## src/rtl/generation_tagged_slot_allocator_core_defines.svh

```systemverilog
// Assertion macros shared by the allocator RTL.
`ifndef GENERATION_TAGGED_SLOT_ALLOCATOR_CORE_DEFINES_SVH
`define GENERATION_TAGGED_SLOT_ALLOCATOR_CORE_DEFINES_SVH

// Checks that a consequent follows an antecedent in the same cycle.
`define GTSA_ASSERT_IMPL(label, clk, rst, ante, cons, msg) \
  label: assert property (@(posedge clk) disable iff (rst) (ante) |-> (cons)) \
    else $error(msg);

// Checks that a condition holds in every cycle out of reset.
`define GTSA_ASSERT_ALWAYS(label, clk, rst, cond, msg) \
  label: assert property (@(posedge clk) disable iff (rst) (cond)) else $error(msg);

`endif

```

## src/rtl/gtsa_pkg.sv

```systemverilog
package gtsa_pkg;
  localparam logic [2:0] OP_ALLOC      = 3'd0;
  localparam logic [2:0] OP_FREE_H     = 3'd1;
  localparam logic [2:0] OP_FREE_S     = 3'd2;
  localparam logic [2:0] OP_LOOKUP_H   = 3'd3;
  localparam logic [2:0] OP_LOOKUP_S   = 3'd4;

  localparam logic [1:0] ST_OK      = 2'd0;
  localparam logic [1:0] ST_FULL    = 2'd1;
  localparam logic [1:0] ST_INVALID = 2'd2;

  localparam int HANDLE_W = 32;
  localparam int RHANDLE_W = 31;
  localparam int SLOT_W = 8;
  localparam int OFFSET_W = 24;
  localparam int TOTAL_W = 9;
  localparam int UNIT_W = 16;

  localparam logic [1:0] REG_UNIT_SIZE = 2'd0;

  typedef struct packed {
    logic [2:0]          operation;
    logic [HANDLE_W-1:0] handle;
    logic [SLOT_W-1:0]   slot;
  } req_t;

  typedef struct packed {
    logic [1:0]           status;
    logic [RHANDLE_W-1:0] result_handle;
    logic [SLOT_W-1:0]    result_slot;
    logic [OFFSET_W-1:0]  object_offset;
    logic [TOTAL_W-1:0]   used_total;
  } rsp_t;

  // Classified command handed from the front end to the back end.
  typedef struct packed {
    logic [2:0]          operation;
    logic                neg;
    logic [HANDLE_W-2:0] handle;
    logic [SLOT_W-1:0]   slot;
  } cmd_t;
endpackage

```

## src/rtl/gtsa_if.sv

```systemverilog
interface gtsa_req_if import gtsa_pkg::*; ();
  logic valid;
  logic ready;
  req_t payload;
  modport source (output valid, output payload, input ready);
  modport sink (input valid, input payload, output ready);
endinterface


```

## src/rtl/gtsa_front.sv

```systemverilog
module gtsa_front import gtsa_pkg::*; (
  input  logic clk,
  input  logic rst,
  gtsa_req_if.sink req,
  output logic q_valid,
  input  logic q_ready,
  output cmd_t q_cmd
);
  // Two-entry queue toward the back end.
  cmd_t        mem [2];
  logic        wr_ptr, rd_ptr;
  logic [1:0]  count;
  cmd_t        in_cmd;

  assign req.ready = (count != 2'd2);
  assign q_valid = (count != 2'd0);
  assign q_cmd = mem[rd_ptr];

  always_comb begin
    in_cmd.operation = req.payload.operation;
    in_cmd.neg = req.payload.handle[HANDLE_W-1];
    in_cmd.handle = req.payload.handle[HANDLE_W-2:0];
    in_cmd.slot = req.payload.slot;
  end

  always_ff @(posedge clk) begin
    if (req.valid && req.ready) begin
      mem[wr_ptr] <= in_cmd;
    end
  end

  always_ff @(posedge clk) begin
    if (rst) begin
      wr_ptr <= 1'b0;
      rd_ptr <= 1'b0;
      count <= 2'd0;
    end else begin
      if (req.valid && req.ready) begin
        wr_ptr <= ~wr_ptr;
      end
      if (q_valid && q_ready) begin
        rd_ptr <= ~rd_ptr;
      end
      count <= count + {1'b0, req.valid && req.ready} - {1'b0, q_valid && q_ready};
    end
  end
endmodule

```

## src/flat_wrapper.sv

```systemverilog
// flat-port wrapper written by rule: the top's interface ports become plain ports
module gtsa_front_flat import gtsa_pkg::*;
  (clk, rst, q_valid, q_ready, q_cmd, req_valid, req_payload, req_ready);
  gtsa_req_if req_i ();
  input  logic clk;
  input  logic rst;
  output logic q_valid;
  input  logic q_ready;
  output cmd_t q_cmd;
  input wire logic [$bits(req_i.valid)-1:0] req_valid;
  input wire logic [$bits(req_i.payload)-1:0] req_payload;
  output wire logic [$bits(req_i.ready)-1:0] req_ready;
  assign req_i.valid = req_valid;
  assign req_i.payload = req_payload;
  assign req_ready = req_i.ready;
  gtsa_front u_core (.clk(clk), .rst(rst), .req(req_i), .q_valid(q_valid), .q_ready(q_ready), .q_cmd(q_cmd));
endmodule
```

## config.mk

```make
export PLATFORM = sky130hd
export DESIGN_NAME = gtsa_front_flat
export DESIGN_NICKNAME = d
export VERILOG_FILES = /design/src/rtl/generation_tagged_slot_allocator_core_defines.svh /design/src/rtl/gtsa_pkg.sv /design/src/rtl/gtsa_if.sv /design/src/rtl/gtsa_front.sv /design/src/flat_wrapper.sv
export SDC_FILE = /design/constraint.sdc
export NUM_CORES = 1
export LEC_CHECK = 0
export ABC_AREA = 1
export BUFFER_PORTS_ARGS = -buffer_cell sky130_fd_sc_hd__buf_2
export CORE_MARGIN = 2
export CORE_UTILIZATION = 52
export CTS_CLUSTER_SIZE = 24
export DETAILED_ROUTE_END_ITERATION = 6
export PLACE_DENSITY = 0.84
export REMOVE_ABC_BUFFERS = 1
export SYNTH_ARGS = -nofsm -noshare
export SYNTH_HDL_FRONTEND = slang
export SYNTH_SLANG_ARGS = --single-unit
```

## constraint.sdc

```tcl
create_clock -name clk -period 3.4 [get_ports clk]
set_input_delay 0.68 -clock clk [delete_from_list [all_inputs] [get_ports clk]]
set_output_delay 0.68 -clock clk [all_outputs]
set_load 0.05 [all_outputs]
```

==> flow_summary_export.csv <==
group,metric,value,unit
status,status,"completed",
worst_setup_path,timing.rr.start,"u_core.count[0]$_SDFF_PP0_",
logic_synthesis,netlist_top_cells_area,"edfxtp_1 73%, mux2_4 17%, dfxtp_1 2.8%, buf_12 2.3%, inv_1 0.95%",
worst_hold_path,hold_class,"in -> reg",
floorplan,start_util,0.529,
logic_synthesis,syn-instance-count,172,
place,dp_hpwl,3.72,mm
global_route,first_global_vias,1774,
floorplan,die_h,86.7,um
drt,remaining_drc_errors,0,
logic_synthesis,netlist.area_leader.share,0.726,
logic_synthesis,synth-edff-count,86,
timing,final.period_utilization,0.686,
global_route,grt.total_usage,0.156,
place,gp_congestion,0.692,
logic_synthesis,synth_area,0.00356,sq mm
floorplan,ios,92,
worst_setup_path,rr_worst_depth,4,
global_route,antenna_found_initial,1,
clock_tree,worst_setup_hold_path_clk_slew,80,ps
power_and_ir_drop,intPower,2.18,mW
power_and_ir_drop,leakagePower,1.72,nW
worst_setup_path,worstPathArrival,1650,ps
run,maxCapViolCount,0,
worst_setup_path,reg2reg_setup_slack,1680,ps
timing,min_period,2330,ps
worst_hold_path,hold_depth,2,
drt,via_per_inst,4.98,
drt,ant_nets,0,
worst_setup_path,worstPathMaxFanout,23,
logic_synthesis,postSynthAreaPerCell,20.7,sq um
floorplan,die_area,0.00752,sq mm
power_and_ir_drop,power.share.combinational,0.379,
global_route,grt_overflow_total,0,
timing,final_hold_viol_count,0,
drt,initialDrtViolationCount,61,
worst_setup_path,cp-end-kind,"primary output",
clock_tree,clock-root-buffer,"clkbuf_8",
drt,drt_wl_total,5.58,mm
clock_tree,cts_hold_buffers,0,
worst_hold_path,hp-start,"rst",
logic_synthesis,ys_types,12,
worst_setup_path,cp_data_required_time,2720,ps
clock_tree,cts_tree,"done",
power_and_ir_drop,p_clk_frac,0.200,
logic_synthesis,synth_top_area_cell,"edfxtp_1",
floorplan,rows,30,
worst_setup_path,worstSetupPathType,"reg -> out",
drt,num_vias,1784,
logic_synthesis,synth.most_common_cell,"edfxtp_1",
logic_synthesis,seq_area_frac_synth,0.754,
floorplan,die_w,86.7,um
place,port_buffers,91,
drt,wire_per_inst,15.6,um
global_route,grt_pass1_wl,8.50,mm
timing,hold_slack,493,ps
final_layout,finalNetCount,321,
power_and_ir_drop,vdd_drop_max,0.572,mV
clock_tree,cts-resized-gates,0,
timing,maxSlewViolCount,0,
power_and_ir_drop,p_seq_frac,0.422,
clock_tree,cts_setup_buffers,0,
timing,worst_slew_pin_slew,928,ps
logic_synthesis,synthFlopType,"edfxtp_1",
floorplan,coreArea,0.00672,sq mm
clock_tree,clockBufferDepth,2,
timing,max_freq,0.429,GHz
clock_tree,numCtsBuffers,9,
clock_tree,clk_latency,350,ps
logic_synthesis,async_flop_share,0,
final_layout,drive_above_1_share,0.556,
power_and_ir_drop,swShare,0.379,
timing,fin_worst_skew,7.47,ps
timing,finalSetupTns,0,ps
logic_synthesis,ys_ff_latch,91,
final_layout,utilization,0.632,
timing,setup_viol,0,
logic_synthesis,yosys-top-cells-count,"86 x edfxtp_1, 40 x mux2_4, 9 x inv_1, 9 x nor2_1, 8 x nand2_1",
clock_tree,htree_levels,3,
power_and_ir_drop,p_per_area,828,mW/mm^2
timing,rsz0062_at_grt,"false",
final_layout,areaGrowthSynthToFinish,19.4,%
global_route,grt_start_max_net_pins,44,
logic_synthesis,ys_warn_count,0,
timing,max-slew-margin-rel,0.380,
worst_setup_path,crit_path_start_kind,"flop",
drt,dr.pass1.iters,4,
clock_tree,cts.sinks,91,
power_and_ir_drop,power.switching,1.33,mW
## worst paths after layout
| check | to |
|---|---|
| max | q_cmd[0] |
| min | u_core.count[0]$_SDFF_PP0_ |
| max reg2reg | u_core.mem[1][26]$_DFFE_PP_ |
| min reg2reg | u_core.rd_ptr$_SDFFE_PP0P_ |
## flip-flops by register name, indices dropped and copies added, names as in the netlist, named ones only
register,flops
u_core.wr_ptr,1
u_core.mem,86
u_core.count,2
u_core.rd_ptr,1
## layout by cell type (no fill, tap or decap)
master	n
edfxtp_1	86
mux2_4	40
buf_4	3
clkbuf_1	1
ha_1	2
mux2_2	3
bufinv_16	1
nor2_1	8
dfxtp_1	4
a21oi_1	2
clkinv_1	1
clkinv_2	1
clkinvlp_4	1
inv_6	2
nand2_1	8
nor2_4	1
buf_2	91
dfxtp_2	1
diode_2	1
clkbuf_8	9
inv_1	8
nand3_1	3
inv_2	1
## per-stage QoR
stage	instances	setup WS (ps)	power, mW	cell area (sq um)
after floorplan	167	240	2.60	3460
after global placement	341	1400	2.82	4050
after detailed placement	341	1370	2.86	4050
after CTS	357	1020	3.56	4240
after global routing	357	979	3.67	4240
final	358	1070	3.52	4250
## power by group through the flow
stage / registers [mW] / logic (mW) / clock network [mW]
3_3_place_gp: 1.50 / 1.32 / 0
3_5_place_dp: 1.51 / 1.35 / 0
5_1_grt: 1.50 / 1.40 / 0.765
4_1_cts: 1.48 / 1.35 / 0.726
6_report: 1.48 / 1.33 / 0.702
2_1_floorplan: 1.55 / 1.05 / 0
## kinds of logic (layout without fill, tap and decap cells)
| logic type | after synthesis | after routing | share of synthesized area |
|---|---|---|---|
| mux | 43 | 43 | 0.178 |
| other cells | 0 | 1 | 0 |
| fa+ha+maj | 2 | 2 | 0.00704 |
| simple gates | 20 | 20 | 0.0222 |
| compound gates | 2 | 2 | 0.00282 |
| buf+inv | 14 | 119 | 0.0352 |
| flops | 91 | 91 | 0.754 |
## critical path: stages, from the launching register on
cell     delay [ps]
dfxtp_2         340
buf_4           370
mux2_2          390
buf_2           210
## area by class of cell
type | count | area [sq um]
fill | 488 | 2470
inverter | 9 | 33.8
multi-input combinational | 67 | 756
tap | 80 | 100
timing repair buffer | 94 | 478
sequential | 91 | 2680
antenna | 1 | 2.50
clock inverter | 6 | 63.8
clock buffer | 10 | 128
## per-layer routing
metal,global-route usage,wire [um]
met1,0.197,2430
met2,0.236,2600
met3,0.0505,399
met4,0.0923,150
met5,0,0
Power figures use the tool's default switching activity.
